## config.mk

```make
export PLATFORM = sky130hd
export DESIGN_NAME = rolling_window_std_deviation
export DESIGN_NICKNAME = d
export VERILOG_FILES = /design/src/sv/rwsd_pkg.sv /design/src/sv/rolling_window_std_deviation.sv /design/src/sv/rwsd_addsub.sv
export SDC_FILE = /design/constraint.sdc
export NUM_CORES = 2
export LEC_CHECK = 0
export BUFFER_PORTS_ARGS = -buffer_cell sky130_fd_sc_hd__buf_2
export CORE_MARGIN = 5
export CORE_UTILIZATION = 50
export CTS_CLUSTER_DIAMETER = 100
export DETAILED_ROUTE_END_ITERATION = 10
export GPL_ROUTABILITY_DRIVEN = 0
export PLACE_DENSITY_LB_ADDON = 0.2
export SYNTH_ARGS = -nofsm -noshare
export SYNTH_HDL_FRONTEND = slang
export SYNTH_HIERARCHICAL = 1
export SYNTH_SLANG_ARGS = --single-unit
```

## constraint.sdc

```tcl
create_clock -name clock -period 15.6 [get_ports clock]
set_input_delay 1.56 -clock clock [delete_from_list [all_inputs] [get_ports clock]]
set_output_delay 1.56 -clock clock [all_outputs]
set_load 0.02 [all_outputs]
```

## src/sv/rwsd_pkg.sv

```systemverilog
// Types and constants shared by the rolling standard deviation block.
`default_nettype none

package rwsd_pkg;

   localparam int PRICE_W    = 24;
   localparam int STD_W      = 32;
   localparam int COUNT_W    = 6;
   localparam int FRAC_SHIFT = 16;
   localparam int QUOT_W     = 64;
   localparam int ROOT_W     = 32;
   localparam int SREM_W     = 34;
   localparam int CNT_W      = 7;
   localparam int MIN_COUNT  = 2;

   typedef enum logic {
      OP_ADD,
      OP_SUB
   } alu_op_type;

endpackage

`default_nettype wire

```

## src/sv/rolling_window_std_deviation.sv

```systemverilog
// Top level of the rolling population standard deviation block.
//
// The request channel carries one 24-bit price per transaction; the response
// channel returns the standard deviation (8 fractional bits) and the number
// of prices held. Both channels use valid and stall: a transaction moves on a
// clock edge with valid high and stall low.
// Every step runs on one shared add/subtract unit under a sequencer. After a
// transaction is accepted the block stalls the request side until its result
// is in the output register. Once the window is full the square of the
// replaced price is taken out first. With fewer than two prices held the
// result is zero and the products, division and square root are skipped.
// Otherwise the result comes from the shift-add squares and products, the
// 64-step division and the 32-step square root. A waiting result does not
// hold up a new request; a finished computation waits while the receiver
// stalls. A synchronous reset empties the window and clears both running sums.
`default_nettype none

module rolling_window_std_deviation #(
   parameter int WINDOW = 50
) (
   input  wire logic                         clock,
   input  wire logic                         reset,
   input  wire logic                         req_valid,
   output logic                              req_stall,
   input  wire logic [rwsd_pkg::PRICE_W-1:0] req_price,
   output logic                              rsp_valid,
   input  wire logic                         rsp_stall,
   output logic      [rwsd_pkg::STD_W-1:0]   rsp_std_dev,
   output logic      [rwsd_pkg::COUNT_W-1:0] rsp_sample_count
);
   import rwsd_pkg::*;

   localparam int NW    = $clog2(WINDOW + 1);
   localparam int PTRW  = (WINDOW > 1) ? $clog2(WINDOW) : 1;
   localparam int SW    = PRICE_W + NW;
   localparam int QW    = 2 * PRICE_W + NW;
   localparam int DW    = QW + NW;
   localparam int NNW   = 2 * NW;
   localparam int UW    = DW;
   localparam int LOW_W = QUOT_W - FRAC_SHIFT;

   typedef enum logic [3:0] {
      ST_IDLE,
      ST_LOAD,
      ST_SQ_OLD,
      ST_SQ_NEW,
      ST_SUM_SUB,
      ST_SUM_ADD,
      ST_NN,
      ST_NSQ,
      ST_SS,
      ST_DIV,
      ST_SQRT,
      ST_DONE
   } state_type;

   state_type              state_ff;
   logic [PRICE_W-1:0]     ring_mem [WINDOW];
   logic [PRICE_W-1:0]     old_ff;
   logic [PRICE_W-1:0]     price_ff;
   logic                   full_ff;
   logic [NW-1:0]          held_ff;
   logic [PTRW-1:0]        wpos_ff;
   logic [SW-1:0]          sum_ff;
   logic [QW-1:0]          sumsq_ff;
   logic [UW-1:0]          acc_ff;
   logic [UW-1:0]          acc_in;
   logic [UW-1:0]          mcand_ff;
   logic [SW-1:0]          mplier_ff;
   logic [CNT_W-1:0]       cnt_ff;
   logic [NNW-1:0]         div_ff;
   logic [NNW-1:0]         rem_ff;
   logic [QUOT_W-1:0]      qr_ff;
   logic [SREM_W-1:0]      srem_ff;
   logic [ROOT_W-1:0]      root_ff;
   logic                   rsp_valid_ff;
   logic [STD_W-1:0]       rsp_std_ff;
   logic [COUNT_W-1:0]     rsp_count_ff;
   logic [COUNT_W+NW-1:0]  count_ext;
   logic [UW-1:0]          unit_a;
   logic [UW-1:0]          unit_b;
   alu_op_type             unit_op;
   logic [UW-1:0]          unit_sum;
   logic                   unit_carry;
   logic                   accept;
   logic                   last_step;

   assign req_stall        = (state_ff != ST_IDLE);
   assign accept           = req_valid && !req_stall;
   assign last_step        = (cnt_ff == CNT_W'(1));
   assign count_ext        = {{COUNT_W{1'b0}}, held_ff};
   assign rsp_valid        = rsp_valid_ff;
   assign rsp_std_dev      = rsp_std_ff;
   assign rsp_sample_count = rsp_count_ff;

   rwsd_addsub #(
      .WIDTH (UW)
   ) u_addsub (
      .a      (unit_a),
      .b      (unit_b),
      .op     (unit_op),
      .result (unit_sum),
      .carry  (unit_carry)
   );

   always_comb begin
      unit_a  = acc_ff;
      unit_b  = mcand_ff;
      unit_op = OP_ADD;
      unique case (state_ff)
         ST_SQ_OLD, ST_SS: begin
            unit_op = OP_SUB;
         end
         ST_SUM_SUB: begin
            unit_a  = UW'(sum_ff);
            unit_b  = full_ff ? UW'(old_ff) : '0;
            unit_op = OP_SUB;
         end
         ST_SUM_ADD: begin
            unit_a  = UW'(sum_ff);
            unit_b  = UW'(price_ff);
         end
         ST_DIV: begin
            unit_a  = UW'({rem_ff, qr_ff[QUOT_W-1]});
            unit_b  = UW'(div_ff);
            unit_op = OP_SUB;
         end
         ST_SQRT: begin
            unit_a  = UW'({srem_ff, qr_ff[QUOT_W-1 -: 2]});
            unit_b  = UW'({root_ff, 2'b01});
            unit_op = OP_SUB;
         end
         default: begin
         end
      endcase
      acc_in = mplier_ff[0] ? unit_sum : acc_ff;
   end

   always_ff @(posedge clock) begin
      if (accept) begin
         ring_mem[wpos_ff] <= req_price;
         old_ff            <= ring_mem[wpos_ff];
      end
   end

   always_ff @(posedge clock) begin
      if (reset) begin
         state_ff     <= ST_IDLE;
         held_ff      <= '0;
         wpos_ff      <= '0;
         sum_ff       <= '0;
         sumsq_ff     <= '0;
         rsp_valid_ff <= 1'b0;
      end else begin
         if (rsp_valid_ff && !rsp_stall && (state_ff != ST_DONE)) begin
            rsp_valid_ff <= 1'b0;
         end
         unique case (state_ff)
            ST_IDLE: begin
               if (req_valid) begin
                  price_ff <= req_price;
                  full_ff  <= (held_ff == NW'(WINDOW));
                  if (held_ff != NW'(WINDOW)) begin
                     held_ff <= held_ff + 1'b1;
                  end
                  wpos_ff  <= (wpos_ff == PTRW'(WINDOW - 1)) ? '0 : wpos_ff + 1'b1;
                  state_ff <= ST_LOAD;
               end
            end
            ST_LOAD: begin
               acc_ff <= UW'(sumsq_ff);
               cnt_ff <= CNT_W'(PRICE_W);
               if (full_ff) begin
                  mcand_ff  <= UW'(old_ff);
                  mplier_ff <= SW'(old_ff);
                  state_ff  <= ST_SQ_OLD;
               end else begin
                  mcand_ff  <= UW'(price_ff);
                  mplier_ff <= SW'(price_ff);
                  state_ff  <= ST_SQ_NEW;
               end
            end
            ST_SQ_OLD: begin
               acc_ff <= acc_in;
               if (last_step) begin
                  mcand_ff  <= UW'(price_ff);
                  mplier_ff <= SW'(price_ff);
                  cnt_ff    <= CNT_W'(PRICE_W);
                  state_ff  <= ST_SQ_NEW;
               end else begin
                  mcand_ff  <= mcand_ff << 1;
                  mplier_ff <= mplier_ff >> 1;
                  cnt_ff    <= cnt_ff - 1'b1;
               end
            end
            ST_SQ_NEW: begin
               acc_ff    <= acc_in;
               mcand_ff  <= mcand_ff << 1;
               mplier_ff <= mplier_ff >> 1;
               cnt_ff    <= cnt_ff - 1'b1;
               if (last_step) begin
                  sumsq_ff <= acc_in[QW-1:0];
                  state_ff <= ST_SUM_SUB;
               end
            end
            ST_SUM_SUB: begin
               sum_ff   <= unit_sum[SW-1:0];
               state_ff <= ST_SUM_ADD;
            end
            ST_SUM_ADD: begin
               sum_ff <= unit_sum[SW-1:0];
               if (held_ff < NW'(MIN_COUNT)) begin
                  root_ff  <= '0;
                  state_ff <= ST_DONE;
               end else begin
                  acc_ff    <= '0;
                  mcand_ff  <= UW'(held_ff);
                  mplier_ff <= SW'(held_ff);
                  cnt_ff    <= CNT_W'(NW);
                  state_ff  <= ST_NN;
               end
            end
            ST_NN: begin
               if (last_step) begin
                  div_ff    <= acc_in[NNW-1:0];
                  acc_ff    <= '0;
                  mcand_ff  <= UW'(sumsq_ff);
                  mplier_ff <= SW'(held_ff);
                  cnt_ff    <= CNT_W'(NW);
                  state_ff  <= ST_NSQ;
               end else begin
                  acc_ff    <= acc_in;
                  mcand_ff  <= mcand_ff << 1;
                  mplier_ff <= mplier_ff >> 1;
                  cnt_ff    <= cnt_ff - 1'b1;
               end
            end
            ST_NSQ: begin
               acc_ff <= acc_in;
               if (last_step) begin
                  mcand_ff  <= UW'(sum_ff);
                  mplier_ff <= sum_ff;
                  cnt_ff    <= CNT_W'(SW);
                  state_ff  <= ST_SS;
               end else begin
                  mcand_ff  <= mcand_ff << 1;
                  mplier_ff <= mplier_ff >> 1;
                  cnt_ff    <= cnt_ff - 1'b1;
               end
            end
            ST_SS: begin
               acc_ff    <= acc_in;
               mcand_ff  <= mcand_ff << 1;
               mplier_ff <= mplier_ff >> 1;
               if (last_step) begin
                  rem_ff   <= acc_in[DW-1:LOW_W];
                  qr_ff    <= {acc_in[LOW_W-1:0], {FRAC_SHIFT{1'b0}}};
                  cnt_ff   <= CNT_W'(QUOT_W);
                  state_ff <= ST_DIV;
               end else begin
                  cnt_ff   <= cnt_ff - 1'b1;
               end
            end
            ST_DIV: begin
               qr_ff  <= {qr_ff[QUOT_W-2:0], unit_carry};
               rem_ff <= unit_carry ? unit_sum[NNW-1:0]
                                    : {rem_ff[NNW-2:0], qr_ff[QUOT_W-1]};
               if (last_step) begin
                  srem_ff  <= '0;
                  root_ff  <= '0;
                  cnt_ff   <= CNT_W'(ROOT_W);
                  state_ff <= ST_SQRT;
               end else begin
                  cnt_ff   <= cnt_ff - 1'b1;
               end
            end
            ST_SQRT: begin
               qr_ff   <= qr_ff << 2;
               srem_ff <= unit_carry ? unit_sum[SREM_W-1:0]
                                     : {srem_ff[SREM_W-3:0], qr_ff[QUOT_W-1 -: 2]};
               root_ff <= {root_ff[ROOT_W-2:0], unit_carry};
               cnt_ff  <= cnt_ff - 1'b1;
               if (last_step) begin
                  state_ff <= ST_DONE;
               end
            end
            ST_DONE: begin
               if (!rsp_valid_ff || !rsp_stall) begin
                  rsp_std_ff   <= root_ff;
                  rsp_count_ff <= count_ext[COUNT_W-1:0];
                  rsp_valid_ff <= 1'b1;
                  state_ff     <= ST_IDLE;
               end
            end
            default: begin
               state_ff <= ST_IDLE;
            end
         endcase
      end
   end

endmodule

`default_nettype wire

```

## src/sv/rwsd_addsub.sv

```systemverilog
// Shared add/subtract unit with carry out used by every arithmetic step.
`default_nettype none

module rwsd_addsub #(
   parameter int WIDTH = 52
) (
   input  wire logic [WIDTH-1:0]      a,
   input  wire logic [WIDTH-1:0]      b,
   input  wire rwsd_pkg::alu_op_type  op,
   output logic      [WIDTH-1:0]      result,
   output logic                       carry
);
   import rwsd_pkg::*;

   logic [WIDTH:0] full_sum;

   // For a subtraction the carry is set when a is not below b.
   always_comb begin
      unique case (op)
         OP_SUB:  full_sum = {1'b0, a} + {1'b0, ~b} + (WIDTH+1)'(1);
         OP_ADD:  full_sum = {1'b0, a} + {1'b0, b};
         default: full_sum = {1'b0, a} + {1'b0, b};
      endcase
   end

   assign result = full_sum[WIDTH-1:0];
   assign carry  = full_sum[WIDTH];

endmodule

`default_nettype wire

```

After elaboration in Yosys (flattened, before gate mapping)
Memory sizes are Yosys's and may differ from the RTL's. A register that Yosys moved wholly into a read port is not among the register bits. Cells that the tools add are included.

Bits in writable memories: 1200. Memories kept: 1. Logic and storage cells: 149. Input bits: 28. Register bits: 475.

Memories: ring_mem (depth 50, width 24, rd ports 1, clocked after memory_dff 1, wr ports 1, line rolling_window_std_deviation.sv:58) `logic [PRICE_W-1:0] ring_mem [WINDOW];`.

Magnitude comparators: 1. Bitwise logic cells: 3. Reduce and logical (&&, ||, !) cells: 35. Mux-type cells: 57. Add/sub/neg operators: 6. Equality and inequality tests: 27.

Operator list (count): case mux 60 bit (4 select lines) (2); two-way mux 60 bit (7); case mux 60 bit (6 select lines) (1); case mux 64 bit (3 select lines) (1); case mux 30 bit (6 select lines) (1); case mux 60 bit (3 select lines) (1); adder 60 x 60 -> 61 bit (2); case mux 61 bit (2 select lines) (1); case mux 32 bit (3 select lines) (1); two-way mux 24 bit (3); two-way mux 34 bit (2); case mux 34 bit (2 select lines) (1); two-way mux 32 bit (2); two-way mux 64 bit (1); adder 61 x 1 -> 61 bit, second input constant (1); two-way mux 30 bit (2); inverter 60 bit (1); two-way mux 29 bit (2); case mux 7 bit (8 select lines) (1); case mux 4 bit (12 select lines) (1); two-way mux 7 bit (6); two-way mux 4 bit (10); AND reduction 3 bit (10); two-way mux 12 bit (2); other kinds (31) (67).

Logic depth before layout (Yosys ltp)
Depth after elaboration: 9. Gate-level depth with buffers: 25. Depth with buffers taken out: 21.

By module
The synthesis kept the hierarchy.

Modules (own cells, without submodules): rolling_window_std_deviation (sequential area each 50008.0 um^2, area each 69096.3 um^2, cells each 4424, times used 1); rwsd_addsub (sequential area each 0.0 um^2, area each 7877.6 um^2, cells each 1255, times used 1).

Worst setup path before layout
Ideal clock, no wire load.

Path kind: input to register. Start point: input port reset. End point: register rsp_count_ff[0], in the netlist rsp_sample_count[0], enable pin. Cell stages on the path: 3. Path slack: 6996 ps. Path buffers: 2. Data arrival time: 7965 ps. Cells stage by stage: clkbuf_1 > clkbuf_1 > a2111oi_0.

Cells in the longest elaborated chain, start to end: 2.

RTL lines: from (decl) (line rolling_window_std_deviation.sv:22) `input wire logic reset,`; inverter 1 bit (no source line); AND reduction 3 bit (no source line); to (signal assigned) (line rolling_window_std_deviation.sv:290) `rsp_count_ff <= count_ext[COUNT_W-1:0];`; to (decl) (line rolling_window_std_deviation.sv:78) `logic [COUNT_W-1:0] rsp_count_ff;`.

No other way between the ends. A chain may end at the register's enable or synchronous reset.

Final worst setup path
Start point: register state_ff[1]. End point: register rem_ff[8] (data pin).

Elaborated cells between the ends (all ways): 21. Classes of those cells: 3 x add/sub; 6 x eq/ne; 8 x mux; 2 x bitwise; 2 x reduce/logical.

RTL lines: from (decl) (line rolling_window_std_deviation.sv:57) `state_type state_ff;`; from (signal assigned) (line rolling_window_std_deviation.sv:148) `state_ff <= ST_IDLE;`; from (signal assigned) (line rolling_window_std_deviation.sv:167) `state_ff <= ST_LOAD;`; from (signal assigned) (line rolling_window_std_deviation.sv:176) `state_ff <= ST_SQ_OLD;`; equality test 4 bit or equality test 4 x 3 -> 1 bit (tied branches) (line rolling_window_std_deviation.sv:110) `unique case (state_ff)`; case mux 60 bit (4 select lines) (*) (line rolling_window_std_deviation.sv:110); via unit_b[17] (line rolling_window_std_deviation.sv:81) `logic [UW-1:0] unit_b;`; inverter 60 bit (line rwsd_addsub.sv:20) `OP_SUB: full_sum = {1'b0, a} + {1'b0, ~b} + (WIDTH+1)'(1);`; adder 60 x 60 -> 61 bit (line rwsd_addsub.sv:20); adder 61 x 1 -> 61 bit (line rwsd_addsub.sv:20); case mux 61 bit (2 select lines) (*) (line rwsd_addsub.sv:19) `unique case (op)`; via unit_carry (line rolling_window_std_deviation.sv:84) `logic unit_carry;`; two-way mux 12 bit (*) (line rolling_window_std_deviation.sv:266) `rem_ff <= unit_carry ? unit_sum[NNW-1:0]`; case mux 12 bit (2 select lines) (*) (line rolling_window_std_deviation.sv:158) `unique case (state_ff)`; to (signal assigned) (line rolling_window_std_deviation.sv:256) `rem_ff <= acc_in[DW-1:LOW_W];`; to (signal assigned) (line rolling_window_std_deviation.sv:266); to (decl) (line rolling_window_std_deviation.sv:72) `logic [NNW-1:0] rem_ff;`.

The timed path passes the listed nets; every way through them passes the cells marked *. The select of a mux whose other input is x is not followed.

==> flow_summary.ini <==
[timing]
max_slew_margin = 0.0622
rsz0062_at_grt = no
finalClockSkew_ps = 94.1
final_max_slew_viol_count = 0
period_needed_ps = 8210
tightest_slew_ps = 1400
setup_viol = 0
hold_viol_final = 0
post-route-period-util = 0.526
fmax_mhz = 122
setup_tns_ps = 0

[route]
drt-met1-wl_mm = 93.0
wirelength_mm = 238
dr_wl_met3_mm = 20.4
wl_met2_mm = 113
drt_iter0_markers = 6511
num_vias = 51500
top_layer = met5
drc = 0
post_drt_wl_per_cell_um = 30.3
post_drt_via_cell_ratio = 6.54
dr.pass1.iters = 6
drtAntennaViolNets = 0

[yosys]
synth_area_sq_mm = 0.0770
async_flop_share = 0
syn_area_per_cell_sq_um = 13.6
yosys.area.top_type = edfxtp_1
yosysMostFrequentCell = edfxtp_1
synth.top_cell.area_share = 0.623
synth_area_leaders = edfxtp_1 62%, mux2i_1 3.7%, mux4_2 2.8%
yosysWarnings = 6
synth_fp_nets = 5835
ys_seq_area_frac = 0.650
yosysUniqueCellTypes = 99
synth_common_cells = 1598 x edfxtp_1, 437 x nand2_1, 354 x nor2_1
synth_cells = 5679
synth_edf_count = 1598
ys_seq_elements = 1699
synthFlopType = edfxtp_1

[die]
die_w_um = 402
io_pins = 68
row_count = 144
die_y_um = 402
die_area_sq_mm = 0.162
start_util = 0.501
core_area_sq_mm = 0.154

[grt]
antenna_found_initial = 11
grt_max_degree = 116
grt_usage = 0.287
grt_pass1_wl_mm = 346
grt_overflow = 0
grt_pass1_vias = 49600

[hold_path]
holdPathEnd = rsp_std_dev[5]$_DFFE_PP_
hp-class = reg -> reg
hold_depth = 0
min_from = root_ff[5]$_SDFFCE_PN0P_

[power]
ir_drop_v = 0.000131
p_leak_nw = 28.2
powerDensity_mw_per_mm2 = 178

[critical_path]
arrival_ps = 8690
critPathKind = reg -> reg
worst_setup_path_end_kind = register
startpoint_type = register
r2r-end = rem_ff[8]$_DFFE_PP_
r2r_slack_ps = 7390
r2r_start = state_ff[1]$_SDFFE_PP0P_
rr_worst_depth = 23
crit_required_ps = 16080
path_max_fanout = 76

[place]
portBuffers = 67
dp_hpwl_mm = 149
placed_area_sq_mm = 0.0797
place_inst = 7550

[clock_network]
clockBufferDepth = 3
clock_latency_ps = 840
hold_buffers = 0
cts_resized = 0
cts_buffers = 175
post_cts_buffers = 0
clkTransAtPathRegs_ps = 60
root_buffer = clkbuf_16
h-tree-depth = 4
clock-sinks = 1699
tritoncts = done

[finish]
final_area_sq_mm = 0.0854
drive_above_1_share = 0.136
seq_area_sq_mm = 0.0500
fin_cells = 7874
fin_nets = 5839
n_fill_cell = 12600
area_growth_pct = 11.0
multiInputGateArea_sq_mm = 0.0250

[outcome]
status = completed

[job]
cap_violations = 0
-- logic make-up after synthesis --
group           after synthesis  share of synthesized area
compound gates             1504                      0.136
xor+xnor                     71                    0.00808
fa+ha+maj                   128                     0.0210
buf+inv                     556                     0.0308
flops                      1699                      0.650
mux                         487                     0.0806
simple gates               1234                     0.0743
-- critical path, cell delays in order, from the launching register on --
cell	delay [ps]
dfxtp_1	1000
inv_1	450
nor2_1	190
buf_4	340
and2_4	520
buf_4	760
nand2_1	200
a31oi_1	300
inv_1	70
ha_1	550
a21oi_1	160
o21bai_1	260
a211oi_1	160
o311a_1	320
o22ai_1	130
a31oi_1	140
a211oi_1	280
o21ai_0	130
or4_1	570
nand3_4	160
buf_4	650
nor2b_1	100
a211oi_1	210
a21oi_1	70
-- flip-flops by register name, summed over array words and instances (netlist names) --
| register | flops |
|---|---|
| ring_mem | 1200 |
| qr_ff | 64 |
| acc_ff | 60 |
| mcand_ff | 60 |
| sumsq_ff | 54 |
| srem_ff | 34 |
| root_ff | 32 |
| rsp_std_dev | 32 |
| mplier_ff | 30 |
| sum_ff | 30 |
| old_ff | 24 |
| price_ff | 24 |
| div_ff | 12 |
| rem_ff | 12 |
| cnt_ff | 7 |
| held_ff | 6 |
| rsp_sample_count | 6 |
| wpos_ff | 6 |
| state_ff | 4 |
| full_ff | 1 |
| rsp_valid | 1 |
-- cells in the final DEF (no fill, tap or decap), types with 59 or more instances in the layout --
| cell | count |
|---|---|
| a31oi_1 | 62 |
| mux4_2 | 95 |
| inv_1 | 154 |
| nand2_1 | 435 |
| mux2i_1 | 286 |
| ha_1 | 126 |
| nand3_1 | 63 |
| a21oi_1 | 301 |
| and3_1 | 82 |
| buf_4 | 155 |
| mux2_2 | 103 |
| a22o_1 | 65 |
| nor2_1 | 299 |
| edfxtp_1 | 1598 |
| a211oi_1 | 86 |
| buf_2 | 66 |
| dfxtp_1 | 98 |
| clkbuf_16 | 175 |
| a22oi_1 | 177 |
| a221o_1 | 59 |
| a221oi_1 | 98 |
| o21ai_0 | 255 |
-- report_power, final --
part | internal, W | switching [W]
registers | 0.00542 | 0.000171
logic | 0.00176 | 0.00374
clock network | 0.00231 | 0.00181
total | 0.00948 | 0.00572
-- stage by stage --
step | hold slack, ps | utilization | power [W] | worst slack, ps
final | 454 | 0.556 | 0.0152 | 7390
after global routing | 464 | 0.556 | 0.0158 | 6930
after CTS | 448 | 0.556 | 0.0151 | 7500
after detailed placement | 428 | 0.519 | 0.0110 | 7500
after global placement | 429 | 0.519 | 0.0110 | 7800
after floorplan | 406 | - | 0.00924 | 7000
-- routing by layer --
layer  up-vias  global-route usage
li1      22200                   -
met1     25800               0.385
met2      2864               0.465
met3       569              0.0479
met4        10               0.127
met5         -                   0
-- cell type report --
cell class / count / area share
flip-flops and latches: 1699 / 0.586
multi-input cells: 3424 / 0.292
clock buffers: 212 / 0.0530
well taps: 2044 / 0.0299
repair buffers: 225 / 0.0184
clock inverters: 110 / 0.0137
inverters: 158 / 0.00697
diodes: 2 / 0.0000586
-- worst max-delay path by stage --
| stage | endpoint | slack, ps | start |
|---|---|---|---|
| 6_report | rem_ff[8]$_DFFE_PP_ | 7390 | state_ff[1]$_SDFFE_PP0P_ |
| 5_1_grt | rem_ff[9]$_DFFE_PP_ | 6930 | state_ff[1]$_SDFFE_PP0P_ |
| 4_1_cts | rem_ff[8]$_DFFE_PP_ | 7500 | state_ff[1]$_SDFFE_PP0P_ |
| 3_5_place_dp | rem_ff[5]$_DFFE_PP_ | 7500 | state_ff[1]$_SDFFE_PP0P_ |
| 3_3_place_gp | rem_ff[0]$_DFFE_PP_ | 7800 | state_ff[1]$_SDFFE_PP0P_ |
| 2_1_floorplan | rsp_sample_count[0]$_DFFE_PP_ | 7000 | reset |
No activity file was read; power rests on OpenSTA's default activity.
